===== src/hdl/tma_ram.sv =====
// Generic single-write, single-read RAM with registered read data.
module tma_ram #(
  parameter int unsigned WIDTH = 48,
  parameter int unsigned DEPTH = 96,
  parameter int unsigned AW    = 7
) (
  input  logic             clk_i,
  input  logic             we_i,
  input  logic [AW-1:0]    waddr_i,
  input  logic [WIDTH-1:0] wdata_i,
  input  logic             re_i,
  input  logic [AW-1:0]    raddr_i,
  output logic [WIDTH-1:0] rdata_o
);

  logic [WIDTH-1:0] mem_q [DEPTH];

  // Write port and registered read port
  always_ff @(posedge clk_i) begin
    if (we_i) begin
      mem_q[waddr_i] <= wdata_i;
    end
    if (re_i) begin
      rdata_o <= mem_q[raddr_i];
    end
  end

endmodule


===== config.mk =====
export PLATFORM = sky130hd
export DESIGN_NAME = tma_ram
export DESIGN_NICKNAME = d
export VERILOG_FILES = /design/src/hdl/tma_ram.sv
export SDC_FILE = /design/constraint.sdc
export NUM_CORES = 2
export LEC_CHECK = 0
export BUFFER_PORTS_ARGS = -buffer_cell sky130_fd_sc_hd__clkbuf_2
export CORE_MARGIN = 4
export CORE_UTILIZATION = 40
export CTS_CLUSTER_SIZE = 24
export DETAILED_ROUTE_END_ITERATION = 16
export HOLD_SLACK_MARGIN = 0.08
export SLEW_MARGIN = 0
export SYNTH_ARGS = -nofsm -noshare
export SYNTH_HDL_FRONTEND = slang
export SYNTH_MEMORY_MAX_BITS = 65536
export SYNTH_SLANG_ARGS = --single-unit

===== constraint.sdc =====
create_clock -name clk_i -period 12.55 [get_ports clk_i]
set_input_delay 2.51 -clock clk_i [delete_from_list [all_inputs] [get_ports clk_i]]
set_output_delay 2.51 -clock clk_i [all_outputs]
set_load 0.02 [all_outputs]

==> out/results.ini <==
[logic_synthesis]
synth.largest_area_cell=edfxtp_1
syn_nets=8285
synth_top_area_frac=0.7876
synth_area_um2=177500
synth.area.top_cells=edfxtp_1 79%, mux4_2 9.7%, mux2i_1 2.7%
synthFlopType=edfxtp_1
ys_types=33
synth_area_per_cell_um2=21.60
seq_area_frac_synth=0.7876
async_flop_share=0
yosys.cell_count.top_type=edfxtp_1
yosysWarningCount=0
syn_inst=8220
synth_edf_count=4656
synth_common_cells=4656 x edfxtp_1, 768 x mux4_2, 480 x mux2i_1, 384 x mux2_2, 336 x a22oi_1
ys_ff_latch=4656

[grt]
first_global_vias=90076
grt_pass1_wl_um=735300
overflow=0
grt_usage=0.2317
grt_antenna_before_repair=44
grt_max_degree=138

[critical_path]
arrival_ns=7.86
crit_path_max_fanout=53
worst-setup-path-type=input port to register
rr_worst_depth=4
critPathCaptureType=register
rrSetupSlack_ns=9.76
reg2reg_to=rdata_o[14]$_DFFE_PP_
crit_required_ns=13.34
critPathLaunchType=input port
r2r-start=mem_q[55][14]$_DFFE_PP_

[sta]
fin_worst_skew_ns=0.08804
fin_crit_ns=7.076
fin_tns_setup_ns=0
setup_violations=0
slew_headroom=-0.02908
period_share=0.5639
max_clock_freq_mhz=141.3
layout_setup_ws_ns=5.474
worst_pin_slew_ns=1.531
finalHoldViolations=0
rsz0062_at_grt=no
slew_viol_final=2

[floorplanning]
fp.dieW_um=674.2
core_area_um2=441800
die_area_um2=454500
die_h_um=674.2
io-pin-count=113
initial_core_util=0.4019
rows=244

[layout]
num-nets-final=8645
drive_above_1_share=0.2527
final_cells=14878
fin_util=0.4556
syn2layout_area_growth_pct=13.38
fillers=36540

[power_and_ir_drop]
leakagePower_nw=62.54
peakVddDrop_mv=0.1225
power_density_nw_per_um2=161.0

[outcome]
outcome=finished, violations left
violations=capacitance limit, slew limit

[cts]
tritoncts=built
path_clk_slew_ns=0.06
cts_sinks=4656
cts_setup_buffers=0
cts_root_buf=clkbuf_16
h-tree-depth=5
clock_path_buffers=4
worstSkewPairLatency_ns=1.02
ctsResizeCount=0
cts_buffers=457
postCtsHoldBufs=0

[placed_design]
place.port_buffers=112
dp_hpwl_um=286700
dp_cells=14025
pre_cts_slack_ns=4.807
gp_congestion=0.8322

[min_path]
hold_path_end=rdata_o[5]$_DFFE_PP_
hold_path_startpoint=mem_q[1][5]$_DFFE_PP_
worstHoldPathCells=4
min_path_type=register to register

[detailed_routing]
drtIter0Drc=13714
antenna_left=0
drcViolationCount=0
drt_pass1_iterations=6
drt_wl_total_um=535800
vias=91003
vias_per_cell=6.117
wl_per_cell_um=36.01

[run]
cap_violations=1

## critical path, cell delays in order
cell      delay, ns
buf_6          0.59
buf_4          0.54
buf_4          0.85
nand2b_2       0.26
buf_4          0.77
o22ai_1        0.20
o31ai_1        1.27
a221o_1        0.32
a31o_1         0.28
## how the worst max path moves through the flow
stage / start / endpoint / slack [ns] / depth (start not counted)
6_report: raddr_i[3] / rdata_o[14]$_DFFE_PP_ / 5.47 / 9
5_1_grt: raddr_i[0] / rdata_o[14]$_DFFE_PP_ / 5.66 / 9
4_1_cts: raddr_i[3] / rdata_o[11]$_DFFE_PP_ / 5.86 / 9
3_5_place_dp: raddr_i[3] / rdata_o[11]$_DFFE_PP_ / 4.81 / 9
3_3_place_gp: raddr_i[3] / rdata_o[13]$_DFFE_PP_ / 4.70 / 9
2_1_floorplan: waddr_i[5] / mem_q[50][0]$_DFFE_PP_ / 5.72 / 3
## final cells by class
cell class                 instances  area [um^2]  share of cell area
inverter                           1        3.754          0.00001865
clock buffer                     568        11980             0.05952
antenna                           17        42.54           0.0002113
timing repair buffer             377         2952             0.01466
clock inverter                   268         2675             0.01329
multi-input combinational       3087        36430              0.1810
tap                             5904         7387             0.03670
sequential                      4656       139800              0.6946
## placed cells by master, fill, tap and decap left out, drive strengths merged, types with 12 or more instances in the layout
master,n
nand3,108
clkinv,193
nand2,254
clkinvlp,17
a41oi,48
diode,17
a22oi,336
mux2i,480
clkbuf,626
buf,319
bufinv,47
a221oi,96
o31ai,48
o22ai,144
a31o,48
a31oi,48
nor2,91
mux2,384
edfxtp,4656
inv,12
mux4,768
nor2b,13
a21oi,48
nand4,97
a221o,48
## sequential cells by signal (all words and copies together) (netlist names)
name / count
mem_q: 4608
rdata_o: 48
## report_power, final
group,internal (W),switching (W)
sequential,0.0172,0.0000535
clock,0.00772,0.00583
combinational,0.000500,0.00112
total,0.0254,0.00700
## per-stage QoR
step           area, um^2  hold slack (ns)  power [W]
2_1_floorplan      177500           0.7665    0.01835
3_3_place_gp       186600           0.8349    0.01915
3_5_place_dp       186600           0.8408    0.01918
4_1_cts            201200           0.8372    0.03256
5_1_grt            201300           0.9052    0.03331
6_report           201300           0.8361    0.03241
## cells by family (layout without fill, tap and decap cells)
logic type,after synthesis,in the layout,share of synthesized area
DFF,4656,4656,0.7876
muxes,1632,1632,0.1489
buffers and inverters,477,1214,0.01190
and+or+nand+nor,591,591,0.01516
other,0,17,0
AOI/OAI and AO/OA,864,864,0.03654
## layer usage
metal / vias to the layer above / GRT usage / part of all wire
met5: - / 0 / 0.00015
met4: 12 / 0.07621 / 0.035
met3: 939 / 0.04974 / 0.10
met2: 5165 / 0.3688 / 0.47
met1: 49273 / 0.3187 / 0.39
li1: 35614 / - / -
Note: power is estimated with default switching activity, not from simulation.
