## src/hdl/tma_pkg.sv

```systemverilog
// Shared widths, payload types and window rounding for the triaxial moving average.
package tma_pkg;

  localparam int unsigned SENSOR_W = 2;
  localparam int unsigned SAMPLE_W = 16;
  localparam int unsigned MEAN_W   = 24;
  localparam int unsigned COUNT_W  = 6;
  localparam int unsigned CFG_W    = 8;
  localparam int unsigned AXES     = 3;
  localparam int unsigned FRAC_W   = 8;

  localparam logic [CFG_W-1:0] WIN_REQ_RESET = 8'd32;

  // One stored three-axis sample
  typedef struct packed {
    logic signed [SAMPLE_W-1:0] x;
    logic signed [SAMPLE_W-1:0] y;
    logic signed [SAMPLE_W-1:0] z;
  } sample_t;

  // One three-axis mean in 8-fraction-bit fixed point
  typedef struct packed {
    logic signed [MEAN_W-1:0] x;
    logic signed [MEAN_W-1:0] y;
    logic signed [MEAN_W-1:0] z;
  } mean_t;

  // Round a requested window up to 1, 4, 8, 16 or 32; pass larger requests as given
  function automatic logic [8:0] round_window(input logic [CFG_W-1:0] req);
    logic [8:0] w;
    if (req > 8'd32) begin
      w = {1'b0, req};
    end else if (req > 8'd16) begin
      w = 9'd32;
    end else if (req > 8'd8) begin
      w = 9'd16;
    end else if (req > 8'd4) begin
      w = 9'd8;
    end else if (req > 8'd1) begin
      w = 9'd4;
    end else begin
      w = 9'd1;
    end
    return w;
  endfunction

endpackage

```

## src/hdl/tma_div.sv

```systemverilog
// Bit-serial signed divider, three lanes: (sum * 256) / count, truncated toward zero.
module tma_div import tma_pkg::*; #(
  parameter int unsigned NUM_W = 22,
  parameter int unsigned DEN_W = 6
) (
  input  logic                    clk_i,
  input  logic                    rst_ni,
  input  logic                    start_i,
  input  logic signed [NUM_W-1:0] num_i [AXES],
  input  logic [DEN_W-1:0]        den_i,
  output logic                    done_o,
  output mean_t                   quot_o
);

  localparam int unsigned DW   = NUM_W + FRAC_W;
  localparam int unsigned CNTW = $clog2(DW + 1);

  logic [DW-1:0]    mag_q  [AXES];
  logic [DEN_W-1:0] rem_q  [AXES];
  logic             neg_q  [AXES];
  logic [DEN_W-1:0] den_q;
  logic [CNTW-1:0]  step_q;
  logic             busy_q;
  logic             done_q;

  logic [DEN_W:0]   trial  [AXES];
  logic             fits   [AXES];
  logic [DW-1:0]    scaled [AXES];
  logic [DW-1:0]    q_full [AXES];

  // Form the scaled numerator, one restoring step per lane, and the signed quotient
  always_comb begin
    for (int a = 0; a < AXES; a++) begin
      scaled[a] = {num_i[a], {FRAC_W{1'b0}}};
      trial[a]  = {rem_q[a], mag_q[a][DW-1]};
      fits[a]   = (trial[a] >= {1'b0, den_q});
      q_full[a] = neg_q[a] ? (~mag_q[a] + 1'b1) : mag_q[a];
    end
  end

  // Step control: load on start, run DW steps, flag done
  always_ff @(posedge clk_i or negedge rst_ni) begin
    if (!rst_ni) begin
      busy_q <= 1'b0;
      done_q <= 1'b0;
      step_q <= '0;
    end else begin
      done_q <= 1'b0;
      if (start_i) begin
        busy_q <= 1'b1;
        step_q <= '0;
      end else if (busy_q) begin
        if (step_q == CNTW'(DW - 1)) begin
          busy_q <= 1'b0;
          done_q <= 1'b1;
        end
        step_q <= step_q + 1'b1;
      end
    end
  end

  // Lane datapath: take magnitudes on start, shift quotient bits in while busy
  always_ff @(posedge clk_i) begin
    if (start_i) begin
      den_q <= den_i;
      for (int a = 0; a < AXES; a++) begin
        neg_q[a] <= num_i[a][NUM_W-1];
        mag_q[a] <= num_i[a][NUM_W-1] ? (~scaled[a] + 1'b1) : scaled[a];
        rem_q[a] <= '0;
      end
    end else if (busy_q) begin
      for (int a = 0; a < AXES; a++) begin
        rem_q[a] <= fits[a] ? DEN_W'(trial[a] - {1'b0, den_q}) : DEN_W'(trial[a]);
        mag_q[a] <= {mag_q[a][DW-2:0], fits[a]};
      end
    end
  end

  assign done_o   = done_q;
  assign quot_o.x = q_full[0][MEAN_W-1:0];
  assign quot_o.y = q_full[1][MEAN_W-1:0];
  assign quot_o.z = q_full[2][MEAN_W-1:0];

endmodule

```

## config.mk

```make
export PLATFORM = sky130hd
export DESIGN_NAME = tma_div
export DESIGN_NICKNAME = d
export VERILOG_FILES = /design/src/hdl/tma_pkg.sv /design/src/hdl/tma_div.sv
export SDC_FILE = /design/constraint.sdc
export NUM_CORES = 1
export LEC_CHECK = 0
export BUFFER_PORTS_ARGS = -buffer_cell sky130_fd_sc_hd__buf_2
export CAP_MARGIN = 20
export CELL_PAD_IN_SITES_DETAIL_PLACEMENT = 0
export CELL_PAD_IN_SITES_GLOBAL_PLACEMENT = 2
export CORE_UTILIZATION = 36
export DETAILED_ROUTE_END_ITERATION = 12
export PLACE_DENSITY = 0.85
export SETUP_SLACK_MARGIN = 0.05
export SYNTH_ARGS = -nofsm -noshare
export SYNTH_HDL_FRONTEND = slang
export SYNTH_SLANG_ARGS = --single-unit
export TNS_END_PERCENT = 30
```

## constraint.sdc

```tcl
create_clock -name clk_i -period 3.05 [get_ports clk_i]
set_input_delay 0.305 -clock clk_i [delete_from_list [all_inputs] [get_ports clk_i]]
set_output_delay 0.305 -clock clk_i [all_outputs]
set_load 0.05 [all_outputs]
```

==> results.ini <==
[outcome]
status=complete, no violations

[routing]
vias_per_cell=4.95
first_iter_violations=369
vias=6577
ant_nets=0
wl_per_cell_um=15.1
drt-total-wl_mm=20.0
drc_errors=0
first_pass_iters=4

[sta]
tightestPinTransition_ns=0.784
hold_viol_final=0
holdWs_ns=0.0645
finalSetupViolCount=0
fin_crit_ns=2.87
slew_viol_final=0
fmax_mhz=349
setup_tns_ns=0
finalCritPeriodShare_pct=94.1
rsz0062_at_grt=true
skew_ns=0.00682
slew_headroom_pct=47.8

[logic_synthesis]
synth_top_flop_cell=edfxtp_1
async_reset_ff_share_pct=5.65
synth_cell_types=55
synth_edf_count=117
syn_area_per_cell_um2=9.78
ys_warn_count=0
synth-seq-cells=124
synthCells=861
syn-cell-area_um2=8420
yosysSeqAreaShare_pct=43.8
synth_nets=968

[flow_run]
cap_violations=0

[floorplanning]
die_x_um=155
row_count=55
dieArea_um2=24000
core-area_um2=22800
fp.dieH_um=155
start_util_pct=37.0
ios=148

[setup_path]
crit_required_ns=2.74
worstSetupStartpointType=flop
cpPeakStageDelay_ns=0.57
worstPathMaxFanout=5
cp_cell_sequence=or4_1 -> or3_4 -> o31ai_1 -> xnor2_1 -> buf_2
critical-path-slowest-cell=or4_1
critPathKind=flop to output pin
crit_arrival_ns=2.56
worstSetupEndpointType=output pin

[hold_path]
holdCritPathClass=input pin to flop

[grt]
grt_pass1_vias=6423
grt_max_degree=72
antenna_found_initial=0
grt_pass1_wl_mm=32.8
overflow=0
track_usage_pct=17.3

[clock_network]
cts_buffers=17
clkSlewWorstSetupHoldPaths_ns=0.06
cts_tree=yes
cts_root_buf=clkbuf_16
cts_max_level=4
insertion_delay_ns=0.42
cts_buffer_depth=2
clock-sinks=124

[placed_design]
dp_hpwl_mm=14.6
place.gp.congestion=0.797
io_buffers=147

[layout]
finalNetCount=1110
syn2layout_area_growth_pct=21.7
layout_common_cells=137 x buf_2, 117 x edfxtp_1, 112 x nand2_1
layout_commonest_cell=buf_2
antenna_cells=0
drive_gt1_share_pct=22.5

[pwr]
power.total_mw=7.66
power_density_nw_per_um2=747
p_leak_nw=4.20
peakVddDrop_mv=0.409

==> layer usage <==
| layer | wire length, um | GRT usage [%] | vias to the layer above |
|---|---|---|---|
| li1 | - | - | 3422 |
| met1 | 9780 | 23.3 | 3009 |
| met2 | 9350 | 28.3 | 135 |
| met3 | 716 | 3.54 | 11 |
| met4 | 184 | 4.57 | 0 |
| met5 | 0 | 0 | - |
==> cells by family after synthesis <==
logic type,count (synthesis),share of synthesized area (%)
XOR/XNOR,134,13.9
AO/OA/AOI/OAI,209,16.1
adder cells (fa/ha/maj),32,5.02
multiplexers,9,1.10
buffers and inverters,70,3.28
flip-flops,124,43.8
AND/OR/NAND/NOR,283,16.8
==> state kept, by name, indices dropped and copies added, names as in the netlist <==
name    flops
rem_q      18
neg_q       3
mag_q      90
step_q      5
den_q       6
busy_q      1
done_o      1
==> synthesized netlist by cell type (2+ instances only) <==
| library cell | n | area share [%] |
|---|---|---|
| xnor2_1 | 72 | 7.5 |
| dfrtp_1 | 7 | 2.1 |
| or4_4 | 4 | 0.53 |
| o41ai_1 | 17 | 1.8 |
| a21o_1 | 6 | 0.53 |
| nand3b_1 | 3 | 0.27 |
| inv_1 | 33 | 1.5 |
| nor3b_1 | 2 | 0.18 |
| mux2i_1 | 7 | 0.83 |
| nand4_1 | 10 | 0.74 |
| fa_1 | 3 | 0.71 |
| or3_1 | 14 | 1.0 |
| nand4b_1 | 3 | 0.31 |
| or4_1 | 5 | 0.45 |
| o31ai_4 | 2 | 0.51 |
| mux2_2 | 2 | 0.27 |
| nand2_1 | 112 | 5.0 |
| a21oi_1 | 16 | 0.95 |
| ha_1 | 29 | 4.3 |
| o21a_1 | 6 | 0.53 |
| nor2b_1 | 7 | 0.52 |
| o41ai_2 | 3 | 0.58 |
| or2_2 | 3 | 0.22 |
| and3_1 | 2 | 0.15 |
| buf_4 | 3 | 0.27 |
| o21ai_1 | 10 | 0.59 |
| nand3_1 | 14 | 0.83 |
| clkbuf_1 | 28 | 1.2 |
| a211oi_1 | 8 | 0.71 |
| edfxtp_1 | 117 | 42 |
| nor3_1 | 13 | 0.77 |
| o21ai_0 | 94 | 5.6 |
| xor2_1 | 62 | 6.4 |
| buf_1 | 4 | 0.18 |
| o31ai_1 | 34 | 3.0 |
| buf_2 | 2 | 0.12 |
| a31o_2 | 2 | 0.21 |
| nand2b_1 | 14 | 1.0 |
| a21boi_0 | 3 | 0.27 |
| and2_1 | 15 | 1.1 |
| nor4_1 | 9 | 0.67 |
| nor4_2 | 2 | 0.30 |
| nor2_1 | 47 | 2.1 |
==> power by group <==
part / leakage (nW) / internal (mW) / switching (mW) / total (mW)
Combinational: 2.50 / 1.04 / 2.18 / 3.22
Clock: 0.289 / 1.27 / 0.781 / 2.05
Sequential: 1.41 / 2.16 / 0.222 / 2.38
==> critical path: cells and delay by family, from the launching register on <==
family | cells | cell delay [ns]
AO/OA/AOI/OAI | 1 | 0.25
XOR/XNOR | 1 | 0.15
buffers and inverters | 1 | 0.28
flip-flops | 1 | 0.46
AND/OR/NAND/NOR | 2 | 1.00
==> layout make-up <==
type / count / area, um2
multi-input cells: 667 / 4560
well taps: 313 / 392
fillers: 2274 / 12500
clock inverters: 12 / 136
inverters: 33 / 124
flip-flops and latches: 124 / 3690
repair buffers: 160 / 886
clock buffers: 20 / 467
==> what timing repair did <==
| item | CTS | global route |
|---|---|---|
| endpoints found under the hold margin | 7 | 0 |
| hold buffers | 1 | 0 |
| buffers inserted | 1 | 1 |
| pin swaps | 0 | 1 |
| endpoints found under the setup margin | 10 | 23 |
| gates resized for setup | 6 | 23 |
==> stage by stage <==
stage	area (um2)	setup slack, ns	utilization [%]	cells
floorplan	8420	0.526	-	861
global placement	9510	0.360	41.8	1294
detailed placement	9510	0.245	41.8	1294
CTS	10200	0.0200	44.6	1328
global route	10200	0.0108	45.0	1329
finish	10200	0.181	45.0	1329
==> path summary, 6_finish.rpt <==
kind | from | end | slack [ns] | cells after the start
setup / recovery | mag_q[0][10] | quot_o[71] | 0.18 | 5
hold / removal | den_i[2] | den_q[2] | 0.06 | 1
setup reg to reg | den_q[5] | rem_q[0][6] | 0.56 | 8
hold reg to reg | mag_q[0][86] | mag_q[0][87] | 0.53 | 2
max in group asynchronous | rst_ni | step_q[2] | 2.64 | 2
min in group asynchronous | rst_ni | step_q[4] | 0.25 | 2
Note: power is estimated with default switching activity, not from simulation.
